--- config.mk ---
export PLATFORM = sky130hd
export DESIGN_NAME = gbr_ctrl_flat
export DESIGN_NICKNAME = d
export VERILOG_FILES = /design/src/hdl/gbr_pkg.sv /design/src/hdl/gbr_in_if.sv /design/src/hdl/gbr_ctrl.sv /design/src/flat_wrapper.sv
export VERILOG_INCLUDE_DIRS = /design/src /design/src/hdl
export SDC_FILE = /design/constraint.sdc
export NUM_CORES = 1
export LEC_CHECK = 0
export ABC_AREA = 1
export BUFFER_PORTS_ARGS = -buffer_cell sky130_fd_sc_hd__buf_2
export CAP_MARGIN = 20
export CORE_MARGIN = 8
export CORE_UTILIZATION = 35
export DETAILED_ROUTE_END_ITERATION = 10
export GPL_ROUTABILITY_DRIVEN = 1
export GPL_TIMING_DRIVEN = 1
export SLEW_MARGIN = 30
export SYNTH_ARGS = -nofsm -noshare
export SYNTH_HDL_FRONTEND = slang
export SYNTH_SLANG_ARGS = --single-unit
--- constraint.sdc ---
create_clock -name clk -period 30 [get_ports clk]
set_clock_uncertainty 0.15 [all_clocks]
set_input_delay 1.5 -clock clk [delete_from_list [all_inputs] [get_ports clk]]
set_output_delay 1.5 -clock clk [all_outputs]
set_load 0.005 [all_outputs]
--- src/hdl/gaussian_blur_replicate_border_assert.svh ---
// Assertion macros shared by the blur block's RTL files.
// Expects clk and rst_n in the scope of each use; no other dependencies.
`ifndef GAUSSIAN_BLUR_REPLICATE_BORDER_ASSERT_SVH
`define GAUSSIAN_BLUR_REPLICATE_BORDER_ASSERT_SVH
`ifndef NO_ASSERTIONS
// same-cycle implication
`define GBR_ASSERT_IMPL(lbl, ante, cons) \
  lbl: assert property (@(posedge clk) disable iff (!rst_n) (ante) |-> (cons)) \
    else $error("gbr assertion failed");
// next-cycle implication
`define GBR_ASSERT_NEXT(lbl, ante, cons) \
  lbl: assert property (@(posedge clk) disable iff (!rst_n) (ante) |=> (cons)) \
    else $error("gbr assertion failed");
`else
`define GBR_ASSERT_IMPL(lbl, ante, cons)
`define GBR_ASSERT_NEXT(lbl, ante, cons)
`endif
`endif

--- src/hdl/gbr_pkg.sv ---
// Shared types and constants of the Gaussian blur block.
// No dependencies.
`default_nettype none
package gbr_pkg;
  localparam int PIX_W     = 8;
  localparam int POS_W     = 10;
  localparam int TAP_W     = 17;
  localparam int TAP_ONE   = 65536;
  localparam int NUM_TAPS  = 4;
  localparam int PROD_W    = 25;
  localparam int COL_W     = 27;
  localparam int COLP_W    = 44;
  localparam int ACC_W     = 47;
  localparam int FRAC_W    = 32;
  localparam int CFG_DW    = 32;
  localparam int CFG_AW    = 5;
  localparam int CFG_IDX_W = 3;

  // register indexes
  localparam logic [CFG_IDX_W-1:0] REG_RADIUS = 3'd0;
  localparam logic [CFG_IDX_W-1:0] REG_WIDTH  = 3'd1;
  localparam logic [CFG_IDX_W-1:0] REG_HEIGHT = 3'd2;
  localparam logic [CFG_IDX_W-1:0] REG_TAP0   = 3'd3;
  localparam logic [CFG_IDX_W-1:0] REG_TAP1   = 3'd4;
  localparam logic [CFG_IDX_W-1:0] REG_TAP2   = 3'd5;
  localparam logic [CFG_IDX_W-1:0] REG_TAP3   = 3'd6;

  // one window read in flight through the filter pipeline
  typedef struct packed {
    logic             valid;
    logic             first_row;
    logic             last_row;
    logic             first_col;
    logic             last_all;
    logic [TAP_W-1:0] wy;
    logic [TAP_W-1:0] wx;
  } tag_t;

  // position of the pixel being computed
  typedef struct packed {
    logic [POS_W-1:0] row;
    logic [POS_W-1:0] col;
    logic             last;
  } job_t;

  // filter status back to the sequencer
  typedef struct packed {
    logic busy;
    logic done;
  } stat_t;
endpackage
`default_nettype wire

--- src/hdl/gbr_in_if.sv ---
// Input channel of the blur block: valid/ready plus one pixel beat and its action bit.
// Depends on gbr_pkg.
`default_nettype none
interface gbr_in_if;
  logic                       valid;
  logic                       ready;
  logic                       action;
  logic [gbr_pkg::PIX_W-1:0]  pixel_in;
  modport source (output valid, action, pixel_in, input ready);
  modport sink   (input valid, action, pixel_in, output ready);
endinterface
`default_nettype wire

--- src/hdl/gbr_ctrl.sv ---
// Sequencer: frame counters, window readiness, window address generation.
// Depends on gbr_pkg, gbr_in_if and the assertion header.
`default_nettype none
`include "gaussian_blur_replicate_border_assert.svh"
module gbr_ctrl #(
  parameter int MAX_RADIUS = 3,
  parameter int MAX_WIDTH  = 1024,
  parameter int MAX_HEIGHT = 1024,
  localparam int CW    = $clog2(MAX_WIDTH),
  localparam int RW    = $clog2(MAX_HEIGHT),
  localparam int WW    = CW + 1,
  localparam int HW    = RW + 1,
  localparam int DEPTH = (2 * MAX_RADIUS + 1) * MAX_WIDTH,
  localparam int AW    = $clog2(DEPTH)
) (
  input  wire logic                      clk,
  input  wire logic                      rst_n,
  gbr_in_if.sink                         in_if,
  input  wire logic [1:0]                rad,
  input  wire logic [WW-1:0]             wid,
  input  wire logic [HW-1:0]             hgt,
  input  wire logic [gbr_pkg::TAP_W-1:0] taps [gbr_pkg::NUM_TAPS],
  input  wire logic                      restart,
  input  wire gbr_pkg::stat_t            stat,
  output logic                           mem_we,
  output logic [AW-1:0]                  mem_waddr,
  output logic [7:0]                     mem_wdata,
  output logic [AW-1:0]                  mem_raddr,
  output gbr_pkg::tag_t                  tag_r,
  output gbr_pkg::job_t                  job_r
);
  localparam int SW = AW + 2;
  localparam logic signed [SW-1:0] DEPTH_S = SW'(DEPTH);

  typedef enum logic [3:0] {
    ST_IDLE  = 4'b0001,
    ST_CHECK = 4'b0010,
    ST_RUN   = 4'b0100,
    ST_WAIT  = 4'b1000
  } state_t;

  state_t          state_r;
  logic [RW-1:0]   in_row_r, out_row_r, job_oy_r;
  logic [CW-1:0]   in_col_r, out_col_r, job_ox_r;
  logic            frame_rcvd_r;
  logic [AW-1:0]   wr_addr_r, obase_r, job_obase_r, addr_r;
  logic [2:0]      ix_r, iy_r;

  logic [HW-1:0]   nr_full, nr, hmax;
  logic [WW-1:0]   nc_full, nc, wmax;
  logic            win_ready, is_last, push;
  logic [AW:0]     obase_inc;
  logic [2:0]      two_r, ady, adx;
  logic signed [4:0]    dy_s, dx_s;
  logic signed [RW+1:0] sy;
  logic signed [CW+1:0] sx;
  logic [RW-1:0]   rr;
  logic [CW-1:0]   cc;
  logic signed [SW-1:0] delta_s, rowoff, s1, s2;

  assign in_if.ready = (state_r == ST_IDLE);
  assign push        = in_if.valid && !in_if.action && !frame_rcvd_r;
  assign mem_we      = (state_r == ST_IDLE) && push;
  assign mem_waddr   = wr_addr_r;
  assign mem_wdata   = in_if.pixel_in;
  assign mem_raddr   = addr_r;

  // is the whole window of the next output in the store
  always_comb begin
    hmax    = hgt - HW'(1);
    wmax    = wid - WW'(1);
    nr_full = {1'b0, out_row_r} + HW'(rad);
    nc_full = {1'b0, out_col_r} + WW'(rad);
    nr      = (nr_full > hmax) ? hmax : nr_full;
    nc      = (nc_full > wmax) ? wmax : nc_full;
    win_ready = frame_rcvd_r || (nr < {1'b0, in_row_r}) ||
                ((nr == {1'b0, in_row_r}) && (nc < {1'b0, in_col_r}));
    is_last   = ({1'b0, out_row_r} == hmax) && ({1'b0, out_col_r} == wmax);
    obase_inc = {1'b0, obase_r} + (AW+1)'(wid);
    if (obase_inc >= (AW+1)'(DEPTH)) obase_inc = obase_inc - (AW+1)'(DEPTH);
  end

  // window tap address: clamp the position, then rebase modulo the store depth
  always_comb begin
    two_r = {rad, 1'b0};
    dy_s  = $signed({2'b00, iy_r}) - $signed({3'b000, rad});
    dx_s  = $signed({2'b00, ix_r}) - $signed({3'b000, rad});
    ady   = (iy_r >= {1'b0, rad}) ? iy_r - {1'b0, rad} : {1'b0, rad} - iy_r;
    adx   = (ix_r >= {1'b0, rad}) ? ix_r - {1'b0, rad} : {1'b0, rad} - ix_r;
    sy    = $signed({2'b00, job_oy_r}) + (RW+2)'(dy_s);
    sx    = $signed({2'b00, job_ox_r}) + (CW+2)'(dx_s);
    if (sy < 0)                          rr = '0;
    else if (sy >= $signed({1'b0, hgt})) rr = RW'(hmax);
    else                                 rr = sy[RW-1:0];
    if (sx < 0)                          cc = '0;
    else if (sx >= $signed({1'b0, wid})) cc = CW'(wmax);
    else                                 cc = sx[CW-1:0];
    delta_s = SW'($signed({1'b0, rr})) - SW'($signed({1'b0, job_oy_r}));
    rowoff  = delta_s * $signed(SW'({1'b0, wid}));
    s1 = $signed(SW'({1'b0, job_obase_r})) + rowoff;
    if (s1 < 0)             s1 = s1 + DEPTH_S;
    else if (s1 >= DEPTH_S) s1 = s1 - DEPTH_S;
    s2 = s1 + $signed(SW'({1'b0, cc}));
    if (s2 >= DEPTH_S) s2 = s2 - DEPTH_S;
  end

  // sequencer; the user must write geometry only while nothing is in flight, the block does not enforce it
  always_ff @(posedge clk) begin
    if (!rst_n) begin
      state_r      <= ST_IDLE;
      in_row_r     <= '0;
      in_col_r     <= '0;
      out_row_r    <= '0;
      out_col_r    <= '0;
      frame_rcvd_r <= 1'b0;
      wr_addr_r    <= '0;
      obase_r      <= '0;
      ix_r         <= '0;
      iy_r         <= '0;
      tag_r        <= '0;
    end else if (restart) begin
      in_row_r     <= '0;
      in_col_r     <= '0;
      out_row_r    <= '0;
      out_col_r    <= '0;
      frame_rcvd_r <= 1'b0;
      wr_addr_r    <= '0;
      obase_r      <= '0;
      tag_r.valid  <= 1'b0;
    end else begin
      tag_r.valid <= (state_r == ST_RUN);
      case (state_r)
        ST_IDLE: begin
          if (in_if.valid) begin
            if (push) begin
              if ({1'b0, wr_addr_r} + 1'b1 == (AW+1)'(DEPTH)) wr_addr_r <= '0;
              else wr_addr_r <= wr_addr_r + 1'b1;
              if ({1'b0, in_col_r} + 1'b1 >= wid) begin
                in_col_r <= '0;
                if ({1'b0, in_row_r} + 1'b1 >= hgt) begin
                  in_row_r     <= '0;
                  frame_rcvd_r <= 1'b1;
                end else begin
                  in_row_r <= in_row_r + 1'b1;
                end
              end else begin
                in_col_r <= in_col_r + 1'b1;
              end
            end
            state_r <= ST_CHECK;
          end
        end
        ST_CHECK: begin
          if (!win_ready) begin
            state_r <= ST_IDLE;
          end else if (!stat.busy) begin
            job_oy_r    <= out_row_r;
            job_ox_r    <= out_col_r;
            job_obase_r <= obase_r;
            job_r.row   <= gbr_pkg::POS_W'(out_row_r);
            job_r.col   <= gbr_pkg::POS_W'(out_col_r);
            job_r.last  <= is_last;
            ix_r        <= '0;
            iy_r        <= '0;
            // advance the output position
            if (is_last) begin
              in_row_r     <= '0;
              in_col_r     <= '0;
              out_row_r    <= '0;
              out_col_r    <= '0;
              frame_rcvd_r <= 1'b0;
              wr_addr_r    <= '0;
              obase_r      <= '0;
            end else if ({1'b0, out_col_r} + 1'b1 >= wid) begin
              out_col_r <= '0;
              out_row_r <= out_row_r + 1'b1;
              obase_r   <= obase_inc[AW-1:0];
            end else begin
              out_col_r <= out_col_r + 1'b1;
            end
            state_r <= ST_RUN;
          end
        end
        ST_RUN: begin
          // one store read per cycle, columns outer, rows inner
          addr_r          <= s2[AW-1:0];
          tag_r.first_row <= (iy_r == '0);
          tag_r.last_row  <= (iy_r == two_r);
          tag_r.first_col <= (ix_r == '0);
          tag_r.last_all  <= (iy_r == two_r) && (ix_r == two_r);
          tag_r.wy        <= taps[ady[1:0]];
          tag_r.wx        <= taps[adx[1:0]];
          if (iy_r == two_r) begin
            iy_r <= '0;
            ix_r <= ix_r + 1'b1;
            if (ix_r == two_r) state_r <= ST_WAIT;
          end else begin
            iy_r <= iy_r + 1'b1;
          end
        end
        ST_WAIT: begin
          if (stat.done) state_r <= ST_IDLE;
        end
        default: state_r <= ST_IDLE;
      endcase
    end
  end

  `GBR_ASSERT_NEXT(a_accept_to_check, (state_r == ST_IDLE) && in_if.valid, state_r == ST_CHECK)
  `GBR_ASSERT_IMPL(a_start_slot_free, (state_r == ST_RUN) && (ix_r == '0) && (iy_r == '0), !stat.busy)
  `GBR_ASSERT_IMPL(a_wr_addr_range, 1'b1, {1'b0, wr_addr_r} < (AW+1)'(DEPTH))
  `GBR_ASSERT_NEXT(a_run_issues, state_r == ST_RUN, tag_r.valid)
endmodule
`default_nettype wire

--- src/flat_wrapper.sv ---
// flat-port wrapper written by rule: the top's interface ports become plain ports
module gbr_ctrl_flat 
#(
  parameter int MAX_RADIUS = 3,
  parameter int MAX_WIDTH  = 1024,
  parameter int MAX_HEIGHT = 1024,
  localparam int CW    = $clog2(MAX_WIDTH),
  localparam int RW    = $clog2(MAX_HEIGHT),
  localparam int WW    = CW + 1,
  localparam int HW    = RW + 1,
  localparam int DEPTH = (2 * MAX_RADIUS + 1) * MAX_WIDTH,
  localparam int AW    = $clog2(DEPTH)
)
  (clk, rst_n, rad, wid, hgt, taps, restart, stat, mem_we, mem_waddr, mem_wdata, mem_raddr, tag_r, job_r, in_if_valid, in_if_action, in_if_pixel_in, in_if_ready);
  gbr_in_if in_if_i ();
  input  wire logic clk;
  input  wire logic rst_n;
  input  wire logic [1:0] rad;
  input  wire logic [WW-1:0] wid;
  input  wire logic [HW-1:0] hgt;
  input  wire logic [gbr_pkg::TAP_W-1:0] taps[gbr_pkg::NUM_TAPS];
  input  wire logic restart;
  input  wire gbr_pkg::stat_t stat;
  output logic mem_we;
  output logic [AW-1:0] mem_waddr;
  output logic [7:0] mem_wdata;
  output logic [AW-1:0] mem_raddr;
  output gbr_pkg::tag_t tag_r;
  output gbr_pkg::job_t job_r;
  input wire logic [$bits(in_if_i.valid)-1:0] in_if_valid;
  input wire logic [$bits(in_if_i.action)-1:0] in_if_action;
  input wire logic [$bits(in_if_i.pixel_in)-1:0] in_if_pixel_in;
  output wire logic [$bits(in_if_i.ready)-1:0] in_if_ready;
  assign in_if_i.valid = in_if_valid;
  assign in_if_i.action = in_if_action;
  assign in_if_i.pixel_in = in_if_pixel_in;
  assign in_if_ready = in_if_i.ready;
  gbr_ctrl #(.MAX_RADIUS(MAX_RADIUS), .MAX_WIDTH(MAX_WIDTH), .MAX_HEIGHT(MAX_HEIGHT)) u_core (.clk(clk), .rst_n(rst_n), .in_if(in_if_i), .rad(rad), .wid(wid), .hgt(hgt), .taps(taps), .restart(restart), .stat(stat), .mem_we(mem_we), .mem_waddr(mem_waddr), .mem_wdata(mem_wdata), .mem_raddr(mem_raddr), .tag_r(tag_r), .job_r(job_r));
endmodule
==> results of run 1 <==
==> critical path, delay by kind of cell <==
family                     cells  cell delay, ns
xor gates and xnor gates       1            0.25
buffers and inverters         14            1.38
adders and majority gates     13            4.91
and+or+nand+nor               29            3.32
AOI/OAI and AO/OA             13            1.85
==> cells in the mapped netlist (8+ instances only) <==
cell,instances
nand2_1,528
inv_1,482
ha_1,222
o21ai_0,190
a21oi_1,166
nor2_1,155
dfxtp_1,116
nand3_1,104
xor2_1,104
fa_1,84
nand4_1,56
clkbuf_1,50
o21bai_1,49
edfxtp_1,47
mux2i_1,34
nor3_1,32
a211oi_1,16
xnor2_1,16
nor4_1,13
buf_2,12
buf_4,12
inv_2,12
nand2_2,12
nand3_2,12
a31oi_1,8
or2_2,8
==> per-layer routing <==
layer,part of all wire,GRT usage
met4,0.015,0.0367
met3,0.040,0.0264
met2,0.48,0.302
met5,0.00072,0
met1,0.47,0.239
==> how the worst max path moves through the flow <==
stage / startpoint / endpoint / slack [ns] / depth (start not counted)
floorplan: rad[1] / u_core.mem_raddr[10] / 17.54 / 62
global placement: rad[1] / u_core.mem_raddr[11] / 16.30 / 62
detailed placement: rad[1] / u_core.mem_raddr[11] / 16.11 / 63
CTS: rad[1] / u_core.mem_raddr[11] / 16.60 / 63
global route: rad[1] / u_core.mem_raddr[11] / 15.57 / 63
finish: rad[1] / u_core.mem_raddr[11] / 16.83 / 70
==> metrics by stage <==
step	util	cells	setup slack, ns
floorplan	-	2625	17.54
global placement	0.380	3439	16.30
detailed placement	0.381	3439	16.11
CTS	0.392	3470	16.60
global route	0.392	3470	15.57
finish	0.392	3471	16.83
==> sequential cells by signal, indices dropped and copies added (netlist names), 13 cells and up <==
register            flops
u_core.tag_r           39
u_core.job_obase_r     13
u_core.mem_waddr       13
u_core.obase_r         13
u_core.mem_raddr       13
==> logic make-up (layout without fill, tap and decap cells) <==
group / after synthesis / after routing / share of synthesized area
simple gates: 948 / 948 / 0.224
buf+inv: 579 / 728 / 0.121
compound gates: 472 / 472 / 0.141
fa+ha+maj: 306 / 306 / 0.237
flops: 163 / 163 / 0.199
xor+xnor: 123 / 123 / 0.0586
mux: 34 / 34 / 0.0181
other cells: 0 / 1 / 0
==> final cells by class <==
class | instances | area (um^2)
fill | 5750 | 32500
multi-input combinational | 1883 | 12800
sequential | 163 | 3730
inverter | 498 | 1870
timing repair buffer | 199 | 1030
tap | 696 | 871
clock buffer | 19 | 458
clock inverter | 12 | 135
antenna | 1 | 2.50
==> flow_summary.toml, run 1 <==
[synth]
syn_nets = 3038
synth_area_um2 = 18800
ys_ff_latch = 163
ys.warnings.count = 0
synth_top_area_cell = "ha_1"
ys_types = 61
seq_area_frac_synth = 0.199
synthTopCellsByArea = "ha_1, dfxtp_1, nand2_1"
syn_avg_cell_area_um2 = 7.15
synth_top_area_frac = 0.148
synthFlopType = "dfxtp_1"
async_flop_share = 0
synth-edff-count = 47
netlist_instances = 2625

[final_layout]
final_common_cell = "nand2_1"
final_layout_size_suffix_gt1_frac = 0.114
synthToLayoutAreaGrowth_pct = 11.4
fin_nets = 3175
final_cell_mix = "nand2_1, inv_1, ha_1, o21ai_0, buf_2"
stdcell_area_um2 = 20900

[place]
port-buffer-count = 186
gp_congestion = 0.884
dpl_cell_area_um2 = 20300
dp_hpwl_um = 45400

[worst_setup_path]
crit_slowest_cell = "fa_1"
critPathLaunchType = "primary input"
crit_path_end_kind = "flip-flop"
ff2ff_path_depth = 71
path_common_cell = "nand2_1"
cp_data_required_time_ns = 30.06
critPathMaxStageDelay_ns = 0.52
r2r_setup_slack_ns = 17.57
critical_path_class = "in2reg"
cp.arrival_ns = 13.23
reg2reg_from = "u_core.iy_r[0]"
path_max_fanout = 13
r2r-end = "u_core.mem_raddr[11]"

[floorplanning]
initial_core_util = 0.352
rows = 85
die_w_um = 248
dieArea_um2 = 61300
boundaryPins = 203
coreArea_um2 = 53400
die_y_um = 248

[run]
maxCapViolations = 0

[timing]
period_needed_ns = 13.17
tns_ns = 0
slew_headroom = 0.450
hold_slack_ns = 0.309
finalHoldViolations = 0
setup_violations = 0
rsz0062_at_grt = "false"
fin_crit_sh = 0.439
drv_slew = 0
fmax_mhz = 75.9
tightestPinTransition_ns = 0.817

[route]
drc = 0
drt_iter0_drc = 1080
viasPerCell = 4.93
vias = 17100
drt-wirelength-per-cell_um = 16.1
drtAntennaViolNets = 0
firstDrtPassIters = 5
drt-total-wl_um = 55800

[hold_path]
hold_class = "reg2reg"
min_from = "u_core.tag_r[37]"
hold_depth = 2
whs_endpoint = "u_core.tag_r[37]"

[clock_network]
ctsHtreeMaxLevel = 4
cts_made_buffers = 17
cts-hold-fix-buffers = 0
cts-root-buf = "clkbuf_16"
cts_tree = "yes"
clock_latency_ns = 0.45
clkSinkCount = 163
post_cts_buffers = 0
clk_pin_slew_ns = 0.07
cts_resized = 0
clockBufferDepth = 2

[grt]
grt_pass1_wl_um = 86900
grt_start_max_net_pins = 54
grt_antenna_before_repair = 4
grt_pass1_vias = 16000
grt_usage = 0.178
overflow = 0

[run_status]
status = "finished clean"
Power of run 1 is left out: the tool's default activity adds up to more than one toggle a clock period on the data nets, which glitch-free logic cannot reach.
==> run 2, diff against run 1 <==
clock period = 11.1 ns   (was 30 ns; I/O delays follow)
==> flow_summary.toml, run 2 (synthesis results as in run 1) <==
[run_status]
violations = "setup timing"
status = "finished, violations left"

[worst_setup_path]
path_common_cell = "nand2_2"
cp.arrival_ns = 11.17
critPathLaunchType = "flip-flop"
crit_slowest_cell = "fa_1"
critPathMaxStageDelay_ns = 0.59
critical_path_class = "reg2reg"
ff2ff_path_depth = 72
crit_path_end_kind = "flip-flop"
path_max_fanout = 5
cp_data_required_time_ns = 11.16

[floorplanning]
die_y_um = 248
initial_core_util = 0.352
coreArea_um2 = 53400
boundaryPins = 203
dieArea_um2 = 61300
die_w_um = 248
rows = 85

[final_layout]
synthToLayoutAreaGrowth_pct = 21.3
largest_reg_flops = 39
final_layout_size_suffix_gt1_frac = 0.208
final_cell_mix = "nand2_1, inv_1, ha_1, buf_2, buf_4"
fin_cells = 3650
final_common_cell = "nand2_1"
regMostFlops = "u_core.tag_r"
fin_nets = 3353

[route]
highest_layer = "met5"
viasPerCell = 4.89
drc = 0
wl_met3_um = 2320
drt_iter0_drc = 983
met2_length_um = 27600
vias = 17900
drt-wirelength-per-cell_um = 15.7
wl_met1_um = 26200
firstDrtPassIters = 5
drt-total-wl_um = 57400
drtAntennaViolNets = 0

[timing]
drv_slew = 0
slew_headroom = 0.423
fmax_mhz = 90.0
finalHoldViolations = 0
fin_crit_sh = 1.00
setup_violations = 2
finalWorstSetupSlack_ns = -0.00826
tightestPinTransition_ns = 0.859
period_needed_ns = 11.11
rsz0062_at_grt = "true"

[clock_network]
cts_made_buffers = 17
clkSinkCount = 163
clk_pin_slew_ns = 0.07
cts_tree = "yes"
clock_latency_ns = 0.46
cts-hold-fix-buffers = 0
cts-root-buf = "clkbuf_16"
ctsHtreeMaxLevel = 4
clockBufferDepth = 2

[grt]
grt_pass1_vias = 17000
grt_antenna_before_repair = 3
grt_start_max_net_pins = 54
grt_pass1_wl_um = 90200
overflow = 0
grt_usage = 0.183

[place]
gp_congestion = 0.890
placed_cells = 3582
port-buffer-count = 186
dp_hpwl_um = 45800

[hold_path]
hold_depth = 0
hold_class = "reg2reg"

[run]
maxCapViolations = 0
[run 2: changes by cell type in the layout (fill, tap and decap cells not counted), moves of 13 or more]
| cell | delta |
|---|---|
| ha_4 | +13 |
| inv_1 | -20 |
| ha_1 | -15 |
| a21oi_2 | +18 |
| nand2_2 | +29 |
| nand2_1 | -33 |
| buf_4 | +170 |
| inv_2 | +18 |
| a21oi_1 | -20 |
[run 2: path summary, 6_finish.rpt]
path	from	endpoint	slack, ns
setup reg to reg	u_core.iy_r[0]	u_core.mem_raddr[10]	-0.008
setup / recovery	u_core.iy_r[0]	u_core.mem_raddr[10]	-0.008
hold reg to reg	u_core.obase_r[10]	u_core.job_obase_r[10]	0.30
hold / removal	u_core.obase_r[10]	u_core.job_obase_r[10]	0.30
[run 2: cell type report]
class                   count  area, um^2
fillers                  5507       30600
multi-input cells        1884       13300
flip-flops and latches    163        3730
repair buffers            376        2380
inverters                 498        1880
well taps                 696         871
clock buffers              19         453
clock inverters            13         115
diodes                      1        2.50
[run 2: timing repair]
action	4_1_cts	5_1_grt
endpoints found under the setup margin	3	3
pin swaps	25	44
buffers inserted	20	14
gates cloned	0	1
gates resized for setup	42	110
[run 2: worst max-delay path: cells and delay by family, from the launching register on]
kind                       cells  cell delay [ns]
AOI/OAI and AO/OA             11             1.23
xor gates and xnor gates       1             0.23
adders and majority gates     14             4.71
buffers and inverters         14             1.01
DFF                            1             0.32
and+or+nand+nor               32             3.19
[run 2: layer usage]
layer / vias to the layer above / track usage
met5: - / 0
met4: 4 / 0.0486
met3: 69 / 0.0272
met2: 373 / 0.311
met1: 8279 / 0.241
li1: 9130 / -
[run 2: per-stage QoR]
stage | cell area [um^2] | TNS (ns) | utilization | worst slack (ns) | hold WS, ns
after floorplan | 18800 | 0 | - | 0.00272 | 0.253
after global placement | 21400 | -2.21 | 0.401 | -0.737 | 0.299
after detailed placement | 21400 | -2.85 | 0.401 | -0.954 | 0.299
after CTS | 22300 | -0.364 | 0.418 | -0.126 | 0.310
after global routing | 22800 | -2.02 | 0.427 | -0.684 | 0.321
final | 22800 | -0.0124 | 0.427 | -0.00826 | 0.302
Power of run 2 is left out for the same reason.
==> run 3, diff against run 2 <==
SKIP_LAST_GASP = 1   (was default)
TNS_END_PERCENT = 20   (was default)
==> flow_summary.toml, run 3 (synthesis results as in run 1) <==
[floorplanning]
rows = 85
boundaryPins = 203
initial_core_util = 0.352
die_y_um = 248
coreArea_um2 = 53400
dieArea_um2 = 61300
die_w_um = 248

[final_layout]
synthToLayoutAreaGrowth_pct = 21.7
fin_nets = 3353
regMostFlops = "u_core.tag_r"
fillCellCount = 5531
final_common_cell = "nand2_1"
regArea_um2 = 3730
stdcell_area_um2 = 22900
multi_input_area_um2 = 13400
final_cell_mix = "nand2_1, inv_1, ha_1, buf_2, buf_4"
fin_cells = 3650
final_layout_size_suffix_gt1_frac = 0.214
largest_reg_flops = 39

[grt]
grt_antenna_before_repair = 3
grt_usage = 0.182
grt_start_max_net_pins = 54
overflow = 0
grt_pass1_wl_um = 89600
grt_pass1_vias = 16900

[worst_setup_path]
critPathMaxStageDelay_ns = 0.59
crit_slowest_cell = "fa_1"
r2r_setup_slack_ns = -0.34
cp.arrival_ns = 11.50
crit_path_end_kind = "flip-flop"
ff2ff_path_depth = 71
r2r-end = "u_core.mem_raddr[11]"
path_max_fanout = 5
path_common_cell = "nand2_2"
critical_path_class = "reg2reg"
critPathLaunchType = "flip-flop"
cp_data_required_time_ns = 11.16
reg2reg_from = "u_core.iy_r[0]"

[timing]
finalWorstSetupSlack_ns = -0.339
tightestPinTransition_ns = 0.772
period_needed_ns = 11.44
finalHoldViolations = 0
fmax_mhz = 87.4
slew_headroom = 0.472
fin_crit_sh = 1.03
rsz0062_at_grt = "true"
setup_violations = 3
hold_slack_ns = 0.304
drv_slew = 0

[route]
drtAntennaViolNets = 0
drt-total-wl_um = 57600
drc = 0
firstDrtPassIters = 5
drt-wirelength-per-cell_um = 15.8
vias = 17900
drt_iter0_drc = 1069
viasPerCell = 4.89

[place]
placed_cells = 3582
dpl_cell_area_um2 = 21400
port-buffer-count = 186
gp_congestion = 0.890
dp_hpwl_um = 45800

[clock_network]
cts_made_buffers = 17
cts_tree = "yes"
ctsHtreeMaxLevel = 4
clock_latency_ns = 0.46
clockBufferDepth = 2
clkSinkCount = 163
cts-root-buf = "clkbuf_16"
clk_pin_slew_ns = 0.07

[hold_path]
hold_depth = 0
whs_endpoint = "u_core.job_obase_r[10]"
min_from = "u_core.obase_r[10]"
hold_class = "reg2reg"

[run_status]
violations = "setup timing"
status = "finished, violations left"

[run]
maxCapViolations = 0
[run 3: cell count changes in the layout (fill, tap and decap cells not counted), moves of 2 or more]
| cell | previous run | this run |
|---|---|---|
| o21ai_1 | 10 | 8 |
| nor2_2 | 9 | 11 |
| a21oi_4 | 3 | 1 |
| or2_4 | 0 | 2 |
| a21oi_2 | 20 | 23 |
| nand3_2 | 23 | 20 |
| nand2_1 | 495 | 488 |
| nor2_1 | 150 | 148 |
| or2_2 | 8 | 6 |
| nand3_4 | 0 | 2 |
| nand2_2 | 41 | 47 |
[run 3: through the flow]
step                      worst slack [ns]  TNS [ns]  utilization
after floorplan                    0.00272         0            -
after global placement              -0.737     -2.21        0.401
after detailed placement            -0.954     -2.85        0.401
after CTS                           -0.268    -0.790        0.414
after global routing                 -1.05     -3.12        0.428
final                               -0.339     -1.01        0.428
[run 3: worst max-delay path: cells and delay by family (launching register included)]
| kind | cells | cell delay, ns |
|---|---|---|
| XOR/XNOR | 2 | 0.45 |
| adder cells (fa/ha/maj) | 14 | 4.66 |
| AO/OA/AOI/OAI | 15 | 1.85 |
| flip-flops | 1 | 0.32 |
| AND/OR/NAND/NOR | 27 | 2.85 |
| buffers and inverters | 13 | 0.95 |
[run 3: how the worst max path moves through the flow]
stage / startpoint / to / slack, ns / depth (start not counted)
final: u_core.iy_r[0] / u_core.mem_raddr[11] / -0.34 / 71
after global routing: u_core.iy_r[0] / u_core.mem_raddr[10] / -1.05 / 73
after CTS: u_core.iy_r[0] / u_core.mem_raddr[10] / -0.27 / 74
after detailed placement: rad[0] / u_core.mem_raddr[10] / -0.95 / 68
after global placement: rad[0] / u_core.mem_raddr[10] / -0.74 / 68
after floorplan: rad[0] / u_core.mem_raddr[10] / 0.003 / 69
[run 3: repair_timing]
action                                  4_1_cts  5_1_grt
hold endpoints to repair                      0        0
pin swaps                                    12      114
cloned                                        0        1
buffers inserted                             11       23
hold buffers                                  0        0
resized for setup                            22      152
endpoints found under the setup margin        3        3
[run 3: area by class of cell]
type / instances / area share
Inverter: 498 / 0.0824
Clock inverter: 13 / 0.00504
Clock buffer: 19 / 0.0198
Timing Repair Buffer: 376 / 0.104
Antenna cell: 1 / 0.000110
Tap cell: 696 / 0.0381
Sequential cell: 163 / 0.163
Multi-Input combinational cell: 1884 / 0.587
[run 3: routing by layer]
layer,GRT usage,vias up,wire [um]
met5,0,-,23
met4,0.0475,4,1170
met3,0.0271,69,1980
met2,0.309,319,27900
met1,0.240,8341,26600
li1,-,9130,-
Power of run 3 is left out for the same reason.
